## src/fourier_series_epicycle_sum_assert.svh

```systemverilog
// Assertion macros for the epicycle sum block.
// Needs clk and rst_n in the scope of each use.
`ifndef FOURIER_SERIES_EPICYCLE_SUM_ASSERT_SVH
`define FOURIER_SERIES_EPICYCLE_SUM_ASSERT_SVH

// Check that expr holds at every edge out of reset.
`define FSE_ASSERT_ALWAYS(name, expr) \
    name: assert property (@(posedge clk) disable iff (!rst_n) (expr)) \
        else $error("fse: check failed");

// Check that cons holds in the cycle after ante.
`define FSE_ASSERT_NEXT(name, ante, cons) \
    name: assert property (@(posedge clk) disable iff (!rst_n) (ante) |=> (cons)) \
        else $error("fse: sequence check failed");

`endif

```

## src/fse_pkg.sv

```systemverilog
// Shared widths, register codes, trig constants and the coefficient builder
// for the epicycle sum block. No dependencies.
package fse_pkg;

    localparam int MAX_TERMS_DEF = 64;

    localparam int KIND_W     = 2;
    localparam int WAVE_KINDS = 4;
    localparam int COUNT_W    = 7;
    localparam int CENTER_W   = 10;
    localparam int PHASE_W    = 16;
    localparam int FRAC_W     = 8;
    localparam int PEN_W      = 20;
    localparam int ACC_W      = 25;
    localparam int RAD_W      = 16;
    localparam int TRIG_W     = 17;
    localparam int FOLD_W     = 15;
    localparam int MUL_W      = 31;
    localparam int PROD_W     = 62;
    localparam int REG_IDX_W  = 2;
    localparam int CFG_DATA_W = 10;

    // Register indexes
    localparam logic [REG_IDX_W-1:0] REG_WAVE_KIND  = 2'd0;
    localparam logic [REG_IDX_W-1:0] REG_TERM_COUNT = 2'd1;
    localparam logic [REG_IDX_W-1:0] REG_CENTER_X   = 2'd2;
    localparam logic [REG_IDX_W-1:0] REG_CENTER_Y   = 2'd3;

    // Wave kinds
    localparam logic [KIND_W-1:0] WAVE_SQUARE   = 2'd0;
    localparam logic [KIND_W-1:0] WAVE_SAWTOOTH = 2'd1;
    localparam logic [KIND_W-1:0] WAVE_TRIANGLE = 2'd2;
    localparam logic [KIND_W-1:0] WAVE_CUBIC    = 2'd3;

    localparam logic [KIND_W-1:0]   WAVE_KIND_RST  = WAVE_SQUARE;
    localparam logic [COUNT_W-1:0]  TERM_COUNT_RST = 7'd1;
    localparam logic [CENTER_W-1:0] CENTER_X_RST   = 10'd150;
    localparam logic [CENTER_W-1:0] CENTER_Y_RST   = 10'd240;

    localparam logic [PHASE_W-1:0] QUARTER_TURN = 16'h4000;
    localparam logic [FOLD_W-1:0]  FOLD_TOP     = 15'd16384;

    // Odd sine polynomial in Q30
    localparam logic [MUL_W-1:0] TRIG_A1 = 31'd1686629713;
    localparam logic [MUL_W-1:0] TRIG_A3 = 31'd693598668;
    localparam logic [MUL_W-1:0] TRIG_A5 = 31'd85569304;
    localparam logic [MUL_W-1:0] TRIG_A7 = 31'd5026995;
    localparam logic [MUL_W-1:0] TRIG_A9 = 31'd172272;

    localparam logic signed [ACC_W-1:0] PEN_MAX = 25'sd524287;
    localparam logic signed [ACC_W-1:0] PEN_MIN = -25'sd524288;

    localparam longint unsigned PI_NUM = 64'd355;
    localparam longint unsigned PI_DEN = 64'd113;

    typedef struct packed {
        logic             neg;
        logic [RAD_W-1:0] mag;
    } coef_t;

    // Shift-subtract division, evaluated at elaboration only
    function automatic longint unsigned udiv64(input longint unsigned num,
                                               input longint unsigned den);
        longint unsigned q;
        longint unsigned rem;
        q   = 64'd0;
        rem = 64'd0;
        for (int b = 63; b >= 0; b--)
        begin
            rem = {rem[62:0], num[b]};
            if (rem >= den)
            begin
                rem  = rem - den;
                q[b] = 1'b1;
            end
        end
        return q;
    endfunction

    // Signed Q.8 radius of term idx, rounded to nearest with ties up
    function automatic coef_t coef_entry(input int kind, input int idx);
        longint unsigned ii;
        longint unsigned n;
        longint unsigned num;
        longint unsigned den;
        longint unsigned mag;
        logic            neg;
        coef_t           c;
        ii  = longint'(idx);
        neg = 1'b0;
        case (kind)
            0:
            begin
                n   = 2 * ii + 1;
                num = 280 * PI_DEN * 256;
                den = PI_NUM * n;
            end
            1:
            begin
                n   = ii + 1;
                num = 140 * PI_DEN * 256;
                den = PI_NUM * n;
                neg = n[0];
            end
            2:
            begin
                n   = 2 * ii + 1;
                num = 560 * PI_DEN * PI_DEN * 256;
                den = PI_NUM * PI_NUM * n * n;
                neg = ~ii[0];
            end
            default:
            begin
                n   = ii + 1;
                num = 10 * (n * n * PI_NUM * PI_NUM - 6 * PI_DEN * PI_DEN) * 256;
                den = PI_DEN * PI_DEN * n * n * n;
                neg = n[0];
            end
        endcase
        mag   = udiv64(2 * num + den, 2 * den);
        c.neg = neg;
        c.mag = mag[RAD_W-1:0];
        return c;
    endfunction

    function automatic logic signed [PEN_W-1:0] sat_pen(input logic signed [ACC_W-1:0] v);
        logic signed [ACC_W-1:0] s;
        if (v > PEN_MAX)
            s = PEN_MAX;
        else if (v < PEN_MIN)
            s = PEN_MIN;
        else
            s = v;
        return s[PEN_W-1:0];
    endfunction

endpackage

```

## src/fse_coef_rom.sv

```systemverilog
// Build-time radius table, one row per wave kind, registered read.
// Depends on fse_pkg (coef_t, coef_entry).
module fse_coef_rom #(
    parameter int MAX_TERMS = fse_pkg::MAX_TERMS_DEF,
    localparam int IDX_W = (MAX_TERMS > 1) ? $clog2(MAX_TERMS) : 1
) (
    input  logic                        clk,
    input  logic [fse_pkg::KIND_W-1:0]  kind,
    input  logic [IDX_W-1:0]            idx,
    output fse_pkg::coef_t              coef
);

    fse_pkg::coef_t tab [fse_pkg::WAVE_KINDS][MAX_TERMS];

    for (genvar gk = 0; gk < fse_pkg::WAVE_KINDS; gk++)
    begin : g_kind
        for (genvar gi = 0; gi < MAX_TERMS; gi++)
        begin : g_term
            localparam fse_pkg::coef_t ENT = fse_pkg::coef_entry(gk, gi);
            assign tab[gk][gi] = ENT;
        end
    end

    always_ff @(posedge clk)
    begin
        coef <= tab[kind][idx];
    end

endmodule

```

## src/fourier_series_epicycle_sum.sv

```systemverilog
// Epicycle pen: one 31x31 multiplier runs 14 products per term (sin and cos
// polynomials interleaved, then two radius products), then an accumulate step.
// It sums N = min(term_count, MAX_TERMS) terms per request. Requests do not
// overlap: in_stall is high from the accepted request until the result is
// registered, and a result waits while out_stall holds the previous one.
// Reset: asynchronous, control and config registers back to their defaults, phase cleared.
`include "fourier_series_epicycle_sum_assert.svh"

module fourier_series_epicycle_sum #(
    parameter int MAX_TERMS = fse_pkg::MAX_TERMS_DEF
) (
    input  logic                                 clk,
    input  logic                                 rst_n,
    input  logic                                 cfg_we,
    input  logic [fse_pkg::REG_IDX_W-1:0]        cfg_index,
    input  logic [fse_pkg::CFG_DATA_W-1:0]       cfg_data,
    input  logic                                 in_valid,
    output logic                                 in_stall,
    input  logic [fse_pkg::PHASE_W-1:0]          phase_step,
    output logic                                 out_valid,
    input  logic                                 out_stall,
    output logic signed [fse_pkg::PEN_W-1:0]     pen_x,
    output logic signed [fse_pkg::PEN_W-1:0]     pen_y
);

    localparam int TC_W  = $clog2(MAX_TERMS + 1);
    localparam int LIM_W = (TC_W > fse_pkg::COUNT_W) ? TC_W : fse_pkg::COUNT_W;
    localparam int IDX_W = (MAX_TERMS > 1) ? $clog2(MAX_TERMS) : 1;

    typedef enum logic [1:0] {S_IDLE, S_RUN, S_DONE} state_t;

    // Steps of a term; each step but ST_ACC issues one product to the multiplier
    typedef enum logic [3:0] {
        ST_SQ_S, ST_SQ_C, ST_A9_S, ST_A9_C, ST_P7_S, ST_P7_C, ST_P5_S, ST_P5_C,
        ST_P3_S, ST_P3_C, ST_P1_S, ST_P1_C, ST_RAD_S, ST_RAD_C, ST_ACC
    } step_t;

    // Control and configuration
    state_t                              state_reg, state_next;
    step_t                               step_reg, step_next;
    logic [LIM_W-1:0]                    tcnt_reg, tcnt_next;
    logic [LIM_W-1:0]                    limit_reg, limit_next;
    logic [fse_pkg::PHASE_W-1:0]         phase_acc_reg, phase_acc_next;
    logic                                out_valid_reg, out_valid_next;
    logic signed [fse_pkg::PEN_W-1:0]    pen_x_reg, pen_x_next;
    logic signed [fse_pkg::PEN_W-1:0]    pen_y_reg, pen_y_next;
    logic [fse_pkg::KIND_W-1:0]          wave_kind_reg, wave_kind_next;
    logic [fse_pkg::COUNT_W-1:0]         term_count_reg, term_count_next;
    logic [fse_pkg::CENTER_W-1:0]        center_x_reg, center_x_next;
    logic [fse_pkg::CENTER_W-1:0]        center_y_reg, center_y_next;

    // Datapath
    logic [fse_pkg::PHASE_W-1:0]         ang_reg, ang_next;
    logic [fse_pkg::MUL_W-1:0]           z2s_reg, z2s_next, z2c_reg, z2c_next;
    logic [fse_pkg::MUL_W-1:0]           ps_reg, ps_next, pc_reg, pc_next;
    logic [fse_pkg::TRIG_W-1:0]          ms_reg, ms_next, mc_reg, mc_next;
    logic signed [fse_pkg::ACC_W-1:0]    x_acc_reg, x_acc_next, y_acc_reg, y_acc_next;
    logic [fse_pkg::PROD_W-1:0]          prod_reg, prod_next;

    logic                                in_accept;
    logic                                out_take;
    logic [fse_pkg::PHASE_W-1:0]         phase_sum;
    logic [LIM_W-1:0]                    limit_in;
    logic [LIM_W-1:0]                    tcnt_inc;
    logic                                odd_harm;
    logic [fse_pkg::PHASE_W-1:0]         ang_delta;
    logic [fse_pkg::PHASE_W-1:0]         ang_cos;
    logic [fse_pkg::FOLD_W-1:0]          rs, rc;
    logic                                sin_neg, cos_neg;
    logic [fse_pkg::MUL_W-1:0]           mul_a, mul_b;
    logic [fse_pkg::MUL_W-1:0]           p_coef, p_new;
    logic [fse_pkg::TRIG_W:0]            trig_sum;
    logic [fse_pkg::TRIG_W:0]            term_sum;
    logic signed [fse_pkg::TRIG_W+1:0]   term_pos, term_val;
    logic                                term_neg;
    logic signed [fse_pkg::ACC_W-1:0]    x_init, y_init;
    fse_pkg::coef_t                      coef;

    fse_coef_rom #(
        .MAX_TERMS (MAX_TERMS)
    ) u_coef_rom (
        .clk  (clk),
        .kind (wave_kind_reg),
        .idx  (tcnt_reg[IDX_W-1:0]),
        .coef (coef)
    );

    assign in_stall  = (state_reg != S_IDLE);
    assign in_accept = in_valid && !in_stall;
    assign out_take  = out_valid_reg && !out_stall;
    assign out_valid = out_valid_reg;
    assign pen_x     = pen_x_reg;
    assign pen_y     = pen_y_reg;

    assign phase_sum = phase_acc_reg + phase_step;
    assign limit_in  = (LIM_W'(term_count_reg) > LIM_W'(MAX_TERMS)) ?
                       LIM_W'(MAX_TERMS) : LIM_W'(term_count_reg);
    assign tcnt_inc  = tcnt_reg + 1'b1;

    // Square and triangle use odd harmonics only
    assign odd_harm  = (wave_kind_reg == fse_pkg::WAVE_SQUARE) ||
                       (wave_kind_reg == fse_pkg::WAVE_TRIANGLE);
    assign ang_delta = odd_harm ? {phase_acc_reg[fse_pkg::PHASE_W-2:0], 1'b0} : phase_acc_reg;

    // Fold both angles into the first quadrant
    assign ang_cos = ang_reg + fse_pkg::QUARTER_TURN;
    assign rs      = ang_reg[14] ? (fse_pkg::FOLD_TOP - {1'b0, ang_reg[13:0]})
                                 : {1'b0, ang_reg[13:0]};
    assign rc      = ang_cos[14] ? (fse_pkg::FOLD_TOP - {1'b0, ang_cos[13:0]})
                                 : {1'b0, ang_cos[13:0]};
    assign sin_neg = ang_reg[15];
    assign cos_neg = ang_cos[15];

    assign x_init = fse_pkg::ACC_W'(signed'({1'b0, center_x_reg, {fse_pkg::FRAC_W{1'b0}}}));
    assign y_init = fse_pkg::ACC_W'(signed'({1'b0, center_y_reg, {fse_pkg::FRAC_W{1'b0}}}));

    // Shared multiplier operand select
    always_comb
    begin
        mul_a = '0;
        mul_b = '0;
        unique case (step_reg) inside
            ST_SQ_S:
            begin
                mul_a = fse_pkg::MUL_W'(rs);
                mul_b = fse_pkg::MUL_W'(rs);
            end
            ST_SQ_C:
            begin
                mul_a = fse_pkg::MUL_W'(rc);
                mul_b = fse_pkg::MUL_W'(rc);
            end
            ST_A9_S:
            begin
                mul_a = fse_pkg::TRIG_A9;
                mul_b = z2s_reg;
            end
            ST_A9_C:
            begin
                mul_a = fse_pkg::TRIG_A9;
                mul_b = z2c_reg;
            end
            ST_P7_S, ST_P5_S, ST_P3_S:
            begin
                mul_a = ps_reg;
                mul_b = z2s_reg;
            end
            ST_P7_C, ST_P5_C, ST_P3_C:
            begin
                mul_a = pc_reg;
                mul_b = z2c_reg;
            end
            ST_P1_S:
            begin
                mul_a = ps_reg;
                mul_b = fse_pkg::MUL_W'(rs);
            end
            ST_P1_C:
            begin
                mul_a = pc_reg;
                mul_b = fse_pkg::MUL_W'(rc);
            end
            ST_RAD_S:
            begin
                mul_a = fse_pkg::MUL_W'(coef.mag);
                mul_b = fse_pkg::MUL_W'(ms_reg);
            end
            ST_RAD_C:
            begin
                mul_a = fse_pkg::MUL_W'(coef.mag);
                mul_b = fse_pkg::MUL_W'(mc_reg);
            end
            default:
            begin
                mul_a = '0;
                mul_b = '0;
            end
        endcase
    end

    // Horner coefficient for the product that lands in this step
    always_comb
    begin
        case (step_reg) inside
            ST_A9_C, ST_P7_S: p_coef = fse_pkg::TRIG_A7;
            ST_P7_C, ST_P5_S: p_coef = fse_pkg::TRIG_A5;
            ST_P5_C, ST_P3_S: p_coef = fse_pkg::TRIG_A3;
            default:          p_coef = fse_pkg::TRIG_A1;
        endcase
    end

    assign p_new    = p_coef - prod_reg[60:30];
    assign trig_sum = {1'b0, prod_reg[44:28]} + {{fse_pkg::TRIG_W{1'b0}}, prod_reg[27]};
    assign term_sum = {1'b0, prod_reg[32:16]} + {{fse_pkg::TRIG_W{1'b0}}, prod_reg[15]};
    assign term_pos = signed'({1'b0, term_sum});
    assign term_neg = coef.neg ^ ((step_reg == ST_ACC) ? cos_neg : sin_neg);
    assign term_val = term_neg ? -term_pos : term_pos;

    always_comb
    begin
        ang_next   = ang_reg;
        z2s_next   = z2s_reg;
        z2c_next   = z2c_reg;
        ps_next    = ps_reg;
        pc_next    = pc_reg;
        ms_next    = ms_reg;
        mc_next    = mc_reg;
        x_acc_next = x_acc_reg;
        y_acc_next = y_acc_reg;
        prod_next  = {{fse_pkg::MUL_W{1'b0}}, mul_a} * {{fse_pkg::MUL_W{1'b0}}, mul_b};
        if (in_accept)
        begin
            ang_next   = phase_sum;
            x_acc_next = x_init;
            y_acc_next = y_init;
        end
        else if (state_reg == S_RUN)
        begin
            case (step_reg) inside
                ST_SQ_C:  z2s_next = {prod_reg[28:0], 2'b00};
                ST_A9_S:  z2c_next = {prod_reg[28:0], 2'b00};
                ST_A9_C, ST_P7_C, ST_P5_C, ST_P3_C:
                          ps_next = p_new;
                ST_P7_S, ST_P5_S, ST_P3_S, ST_P1_S:
                          pc_next = p_new;
                ST_P1_C:  ms_next = trig_sum[fse_pkg::TRIG_W-1:0];
                ST_RAD_S: mc_next = trig_sum[fse_pkg::TRIG_W-1:0];
                ST_RAD_C: y_acc_next = y_acc_reg + fse_pkg::ACC_W'(term_val);
                ST_ACC:
                begin
                    x_acc_next = x_acc_reg + fse_pkg::ACC_W'(term_val);
                    // advance to the next harmonic
                    ang_next   = ang_reg + ang_delta;
                end
                default:
                begin
                end
            endcase
        end
    end

    always_comb
    begin
        state_next      = state_reg;
        step_next       = step_reg;
        tcnt_next       = tcnt_reg;
        limit_next      = limit_reg;
        phase_acc_next  = phase_acc_reg;
        out_valid_next  = out_valid_reg;
        pen_x_next      = pen_x_reg;
        pen_y_next      = pen_y_reg;
        wave_kind_next  = wave_kind_reg;
        term_count_next = term_count_reg;
        center_x_next   = center_x_reg;
        center_y_next   = center_y_reg;

        if (cfg_we)
        begin
            unique case (cfg_index)
                fse_pkg::REG_WAVE_KIND:  wave_kind_next  = cfg_data[fse_pkg::KIND_W-1:0];
                fse_pkg::REG_TERM_COUNT: term_count_next = cfg_data[fse_pkg::COUNT_W-1:0];
                fse_pkg::REG_CENTER_X:   center_x_next   = cfg_data;
                fse_pkg::REG_CENTER_Y:   center_y_next   = cfg_data;
                default:
                begin
                end
            endcase
        end

        if (out_take)
            out_valid_next = 1'b0;

        unique case (state_reg)
            S_IDLE:
            begin
                if (in_accept)
                begin
                    phase_acc_next = phase_sum;
                    limit_next     = limit_in;
                    tcnt_next      = '0;
                    step_next      = ST_SQ_S;
                    state_next     = (limit_in == '0) ? S_DONE : S_RUN;
                end
            end
            S_RUN:
            begin
                if (step_reg == ST_ACC)
                begin
                    step_next = ST_SQ_S;
                    tcnt_next = tcnt_inc;
                    if (tcnt_inc == limit_reg)
                        state_next = S_DONE;
                end
                else
                begin
                    step_next = step_t'(step_reg + 4'd1);
                end
            end
            S_DONE:
            begin
                // hold until the output slot is free
                if (!out_valid_reg || !out_stall)
                begin
                    pen_x_next     = fse_pkg::sat_pen(x_acc_reg);
                    pen_y_next     = fse_pkg::sat_pen(y_acc_reg);
                    out_valid_next = 1'b1;
                    state_next     = S_IDLE;
                end
            end
            default:
            begin
                state_next = S_IDLE;
            end
        endcase
    end

    always_ff @(posedge clk or negedge rst_n)
    begin
        if (!rst_n)
        begin
            state_reg      <= S_IDLE;
            step_reg       <= ST_SQ_S;
            tcnt_reg       <= '0;
            limit_reg      <= '0;
            phase_acc_reg  <= '0;
            out_valid_reg  <= 1'b0;
            pen_x_reg      <= '0;
            pen_y_reg      <= '0;
            wave_kind_reg  <= fse_pkg::WAVE_KIND_RST;
            term_count_reg <= fse_pkg::TERM_COUNT_RST;
            center_x_reg   <= fse_pkg::CENTER_X_RST;
            center_y_reg   <= fse_pkg::CENTER_Y_RST;
        end
        else
        begin
            state_reg      <= state_next;
            step_reg       <= step_next;
            tcnt_reg       <= tcnt_next;
            limit_reg      <= limit_next;
            phase_acc_reg  <= phase_acc_next;
            out_valid_reg  <= out_valid_next;
            pen_x_reg      <= pen_x_next;
            pen_y_reg      <= pen_y_next;
            wave_kind_reg  <= wave_kind_next;
            term_count_reg <= term_count_next;
            center_x_reg   <= center_x_next;
            center_y_reg   <= center_y_next;
        end
    end

    always_ff @(posedge clk)
    begin
        ang_reg   <= ang_next;
        z2s_reg   <= z2s_next;
        z2c_reg   <= z2c_next;
        ps_reg    <= ps_next;
        pc_reg    <= pc_next;
        ms_reg    <= ms_next;
        mc_reg    <= mc_next;
        x_acc_reg <= x_acc_next;
        y_acc_reg <= y_acc_next;
        prod_reg  <= prod_next;
    end

    `FSE_ASSERT_NEXT(a_busy_after_request, in_valid && !in_stall, in_stall)
    `FSE_ASSERT_ALWAYS(a_term_in_range, (state_reg != S_RUN) || (tcnt_reg < limit_reg))
    `FSE_ASSERT_NEXT(a_term_restart, (state_reg == S_RUN) && (step_reg == ST_ACC), step_reg == ST_SQ_S)
    `FSE_ASSERT_NEXT(a_hold_result, (state_reg == S_DONE) && out_valid && out_stall, state_reg == S_DONE)

endmodule
```

## config.mk

```make
export PLATFORM = sky130hd
export DESIGN_NAME = fourier_series_epicycle_sum
export DESIGN_NICKNAME = d
export VERILOG_FILES = /design/src/fse_pkg.sv /design/src/fse_coef_rom.sv /design/src/fourier_series_epicycle_sum.sv
export VERILOG_INCLUDE_DIRS = /design/src /design/src/src
export SDC_FILE = /design/constraint.sdc
export NUM_CORES = 2
export LEC_CHECK = 0
export BUFFER_PORTS_ARGS = -buffer_cell sky130_fd_sc_hd__buf_4
export CORE_UTILIZATION = 50
export DETAILED_ROUTE_END_ITERATION = 6
export MAX_ROUTING_LAYER = met4
export PLACE_DENSITY = 0.7
export SYNTH_ARGS = -nofsm -noshare
export SYNTH_HDL_FRONTEND = slang
export SYNTH_SLANG_ARGS = --single-unit
```

## constraint.sdc

```tcl
create_clock -name clk -period 10.2 [get_ports clk]
set_clock_uncertainty 0.15 [all_clocks]
set_input_delay 0.51 -clock clk [delete_from_list [all_inputs] [get_ports clk]]
set_output_delay 0.51 -clock clk [all_outputs]
set_load 0.02 [all_outputs]
```

# After elaboration in Yosys (flattened, before gate mapping)
# Cells that the tools add are included.
word_totals:
  register_bits: 404
  inputBits: 33
  out_inout_bits: 42
  wordCells: 202
op_classes:
  n_addsub: 13
  multipliers: 1
  n_lt_le_gt_ge: 7
  eq_ne: 32
  muxes: 65
  bitwise: 11
  n_reduce_logical: 47
ops:
  columns: ["cell", "n"]
  rows:
  - ["$bmux 1088 s2", 1]
  - ["$mux 1088", 2]
  - ["$pmux 31 s6", 2]
  - ["$mux 18", 19]
  - ["$mux 16", 11]
  - ["$bmux 17 s6", 1]
  - ["$mux 31", 3]
  - ["$mux 20", 4]
  - ["$mul 31x31->61", 1]
  - ["$add 25x19->25", 2]
  - ["$gt 25x20->1 const B", 2]
  - ["$lt 25x20->1 const B", 2]
  - ["$mux 17", 2]
  - ["$add 16x16->16", 2]
  - ["$sub 31x31->31", 1]
  - ["$mux 15", 2]
  - ["$sub 15x14->15 const A", 2]
  - ["$eq 4x4->1 const B", 7]
  - ["$reduce_and 8->1", 3]
  - ["$mux 7", 3]
  - ["$mux 19", 1]
  - ["$neg 18->19", 1]
  - ["$add 17x1->18", 1]
  - ["$reduce_and 9->1", 2]
  - ["other kinds (40)", 99]

# Depth between registers and ports, before layout
depth:
  depth_word: 15
  depth_mapped: 40
  ltp_nobuf: 37

# By module
# A second synthesis with hierarchy kept.
hier_totals:
  cells_unflattened: 6187
  hier_area_um2: 54999.0
modules_own_cells:
  columns: ["mod", "instances", "cells_per_inst", "area_each_um2"]
  rows:
  - ["fourier_series_epicycle_sum", 1, 5641, 51468.1]
  - ["fse_coef_rom", 1, 546, 3530.9]

# Least setup slack after synthesis
# OpenSTA, ideal clock, no wires.
synth_path:
  kind: "reg2reg"
  from: "register ang_reg[2] (netlist bit)"
  to: "register prod_reg[60] (netlist bit)"
  setup_time_ns: 0.125
  arrival_time_ns: 9.187
  path_slack_ns: 0.738
  path_stages_with_launch: 37
  period_less_slack_ns: 9.462
  path_cell_list: "edfxtp_1 -> buf_4 -> or3_1 -> nor4b_2 -> nand2_1 -> nor3_2 -> nor3b_2 -> nor2_1 -> xnor2_1 -> o22ai_1 -> clkbuf_1 -> nand2_1 -> fa_1 -> inv_1 -> fa_1 -> inv_1 -> fa_1 -> fa_1 -> inv_1 -> fa_1 -> fa_1 -> fa_1 -> inv_1 -> fa_1 -> inv_1 -> ha_1 -> clkbuf_1 -> nand4_1 -> nor2_1 -> nand4_1 -> nor3b_1 -> o31a_1 -> a2111o_1 -> a211oi_1 -> nor2_1 -> a211oi_1 -> xnor2_1"
synth_via:
  elab_chain_len: 5
synth_rtl:
  columns: ["element", "line", "rtl"]
  rows:
  - ["from (decl)", "fourier_series_epicycle_sum.sv:53", "logic [fse_pkg::PHASE_W-1:0] ang_reg, ang_next;"]
  - ["from (signal assigned)", "fourier_series_epicycle_sum.sv:353", "ang_reg <= ang_next;"]
  - ["$add 16x15->16", "fourier_series_epicycle_sum.sv:106", "assign ang_cos = ang_reg + fse_pkg::QUARTER_TURN;"]
  - ["$sub 15x14->15", "fourier_series_epicycle_sum.sv:109", "assign rc = ang_cos[14] ? (fse_pkg::FOLD_TOP - {1'b0, ang_cos[13:0]})"]
  - ["$mux 15", "fourier_series_epicycle_sum.sv:109", null]
  - ["$pmux 31 s6", "fourier_series_epicycle_sum.sv:122", "unique case (step_reg) inside"]
  - ["$mul 31x31->61 *", "fourier_series_epicycle_sum.sv:210", "prod_next = {{fse_pkg::MUL_W{1'b0}}, mul_a} * {{fse_pkg::MUL_W{1'b0}}, mul_b};"]
  - ["named net prod_next, one bit", "fourier_series_epicycle_sum.sv:58", "logic [fse_pkg::PROD_W-1:0] prod_reg, prod_next;"]
  - ["to (signal assigned)", "fourier_series_epicycle_sum.sv:362", "prod_reg <= prod_next;"]
  - ["to (decl)", "fourier_series_epicycle_sum.sv:58", null]
# The timed path passes the listed nets; every way through them passes the cells marked *.
# A chain may end at the register's enable or synchronous reset.

# Worst setup path after layout
layout_path:
  from: "register ang_reg[0] (netlist bit)"
  to: "register prod_reg[57] (netlist bit)"
# The elaborated chain is that of the path after synthesis.

==> out/summary.txt <==
RUN STATUS
--------------------------------------------------------------------------------
Status                                                              finished clean

STA
--------------------------------------------------------------------------------
Max transition margin                                                      0.239
Transition at the pin with the smallest max-transition slack             1.14 ns
Hold violation total from the final report                                     0
Highest clock frequency the design can meet                            0.101 GHz
Fraction of the cycle the final worst path needs                           0.975
Setup-failing EPs final                                                        0
Total count of max-transition violations in the final report                   0
Minimum period implied by the final worst setup slack                    9.95 ns

LOGIC SYNTHESIS
--------------------------------------------------------------------------------
Share of synthesized flip-flops with an asynchronous set or reset          0.263
Most instantiated library cell after synthesis                      sky130_fd_sc_hd__nand2_1
Number of synthesized flops with an enable pin                               190
Share of synthesized area occupied by flip-flops and latches               0.193
Count of cell types in the netlist                                            84
Synth top area cells                                                sky130_fd_sc_hd__fa_1 31%, sky130_fd_sc_hd__edfxtp_1 10%, sky130_fd_sc_hd__ha_1 8.5%
Post-synthesis net count                                                   7,339
Number of register bits inferred by synthesis                                403
Top cell type's share of synthesized area                                  0.310
Synth cell count leaders                                            936 x sky130_fd_sc_hd__nand2_1, 881 x sky130_fd_sc_hd__inv_1, 841 x sky130_fd_sc_hd__fa_1, 578 x sky130_fd_sc_hd__nor2_1, 371 x sky130_fd_sc_hd__ha_1
Post-Syn Instances                                                         6,094
Dominant cell type by area after synthesis                          sky130_fd_sc_hd__fa_1
Post-Syn Area                                                        0.0544 mm^2
Primary FF master, synth                                            sky130_fd_sc_hd__edfxtp_1
Post-Synthesis Mean Instance Area                                      8.92 um^2
Warnings, synthesis                                                            0

PLACED DESIGN
--------------------------------------------------------------------------------
Final RePlAce weighted congestion                                           1.07
Placed cell count                                                          7,472
Half-perimeter wire length of the detailed placement result           148,000 um
Number of port buffers                                                        74

WORST SETUP PATH
--------------------------------------------------------------------------------
Reg-to-Reg End                                                      prod_reg[57]
Library cell appearing most often on the critical path              sky130_fd_sc_hd__fa_1
Worst R2R Start                                                       ang_reg[0]
Worst path bufs/invs                                                           6
Largest fanout on the critical path                                           12
Critical Path RT                                                        10.55 ns
Crit-path slowest cell                                              sky130_fd_sc_hd__and4_1
Reg2Reg Setup Slack                                                      0.25 ns
Worst setup path class                                                   reg2reg
Worst path top cell family by delay                                  adder cells
Crit-path max cell delay                                                 0.60 ns
Reg2reg path depth                                                            33
Setup crit end kind                                                     register
Startpoint kind of the worst setup timing path                          register
Data arrival, critical path                                             10.30 ns

CLOCK NETWORK
--------------------------------------------------------------------------------
CTS tree                                                                     yes
Clk pin slew, worst setup/hold paths                                     0.06 ns
Worst-skew pair later-pin latency                                        0.59 ns
Maximum level of the CTS H-tree                                                2
Longest Clk Path Bufs                                                          3
Root Buffer                                                         sky130_fd_sc_hd__clkbuf_16
Number of buffers created by CTS                                              42
Sinks on Clock Net                                                           403

GLOBAL ROUTING
--------------------------------------------------------------------------------
Initial antenna violation count                                                3
Met1 global-route usage                                                    0.459
Highest-utilization routing layer at the global route stage                 met2
Wire length of the first global-routing pass                          282,000 um
Via count of the first global-routing pass                                45,624
Global-route congestion overflow total                                         0
Met2 capacity usage during global routing                                  0.527
Met3 usage                                                                0.0622
Global-route total usage across every layer                                0.348
Pin count of the biggest net entering global routing                          86

DETAILED ROUTING
--------------------------------------------------------------------------------
Total routed wirelength                                               184,000 um
DRC marker count from the first detailed-route iteration                   4,507
Number of iterations in the first detailed-routing pass                        6
Via/cell ratio                                                              5.95
Post-route ant nets                                                            0
Routed length per instance                                               24.3 um
Total via count in the routed design                                      44,992
Number of remaining DRC errors                                                 0

FLOORPLANNING
--------------------------------------------------------------------------------
Core Area                                                             0.108 mm^2
Width of the die                                                          332 um
Row count                                                                    120
DIE AREA                                                              0.110 mm^2
Number of placed I/O pins                                                     75
Vert. Die Dim                                                             332 um
Starting Density                                                           0.506

FINISH
--------------------------------------------------------------------------------
Max FFs per register                                                          61
Final Non-Filler Cells                                                     7,564
Share of cells above drive strength 1                                     0.0921
Count of nets after finishing                                              7,370
Synthesis-to-finish area growth                                            9.10%

WORST HOLD PATH
--------------------------------------------------------------------------------
Min-Delay Path Depth                                                           2
Hold_sp                                                              cfg_data[3]
Worst hold-check path type                                                in2reg
Worst Hold End                                                      center_y_reg[3]

JOB
--------------------------------------------------------------------------------
MaxCap Viol Count                                                              0

[kinds of logic after synthesis]
family / count (synthesis) / synth area share
muxes: 88 / 0.0189
buffers and inverters: 1225 / 0.0852
AOI/OAI and AO/OA: 1010 / 0.121
xor gates and xnor gates: 222 / 0.0358
and+or+nand+nor: 1934 / 0.151
DFF: 403 / 0.193
adders and majority gates: 1212 / 0.395
[stage by stage]
step	utilization	hold slack (ns)	area, um^2	setup slack [ns]	TNS (ns)
after floorplan	-	0.0644	54400	0.738	0
after global placement	0.536	0.257	57600	0.228	0
after detailed placement	0.536	0.276	57600	0.119	0
after CTS	0.550	0.0150	59100	0.0454	0
after global routing	0.552	0.0332	59300	-0.0348	-0.0741
final	0.552	0.0397	59300	0.252	0
[layout make-up]
cell class	count	area [um^2]
clock inverters	24	324
multi-input cells	4466	39600
fillers	9684	48200
well taps	1403	1760
clock buffers	54	1160
inverters	884	3320
diodes	2	5.00
repair buffers	328	2700
flip-flops and latches	403	10500
[per-layer routing]
| layer | part of all wire | vias up |
|---|---|---|
| met5 | 0 | - |
| met4 | 0.051 | 0 |
| met3 | 0.095 | 464 |
| met2 | 0.45 | 2289 |
| met1 | 0.40 | 22416 |
| li1 | - | 19823 |
[timing repair]
action,4_1_cts,5_1_grt
gates resized for setup,0,38
hold endpoints to repair,41,0
hold buffers,3,0
setup buffers,0,9
endpoints found under the setup margin,0,24
[worst max-delay path by stage]
stage               start            to  cells after the start  slack, ns
3_3_place_gp   ang_reg[1]  prod_reg[60]                     34       0.23
5_1_grt        ang_reg[0]  prod_reg[58]                     37      -0.03
4_1_cts        ang_reg[1]  prod_reg[60]                     34       0.05
6_report       ang_reg[0]  prod_reg[57]                     33       0.25
2_1_floorplan  ang_reg[2]  prod_reg[60]                     36       0.74
3_5_place_dp   ang_reg[1]  prod_reg[59]                     34       0.12
[cell usage in the layout, fill, tap and decap left out, drive strengths merged, types with 25 or more instances in the layout]
cell and n:
nand3 84, edfxtp 190, a21oi 270, dfxtp 107, clkbuf 54, buf 325, o211ai 25, a31oi 33
a211oi 32, a221oi 26, o21ai 257, nand2b 39, nor3 79, and3 50, a21o 68, inv 885
ha 371, nor2b 27, o31ai 26, nand2 936, xnor2 154, a22o 30, and2 35, xor2 68
dfrtp 97, fa 841, mux2 59, nor2 578
Power is left out: the tool's default activity adds up to more than one toggle a clock period on the data nets, which glitch-free logic cannot reach.
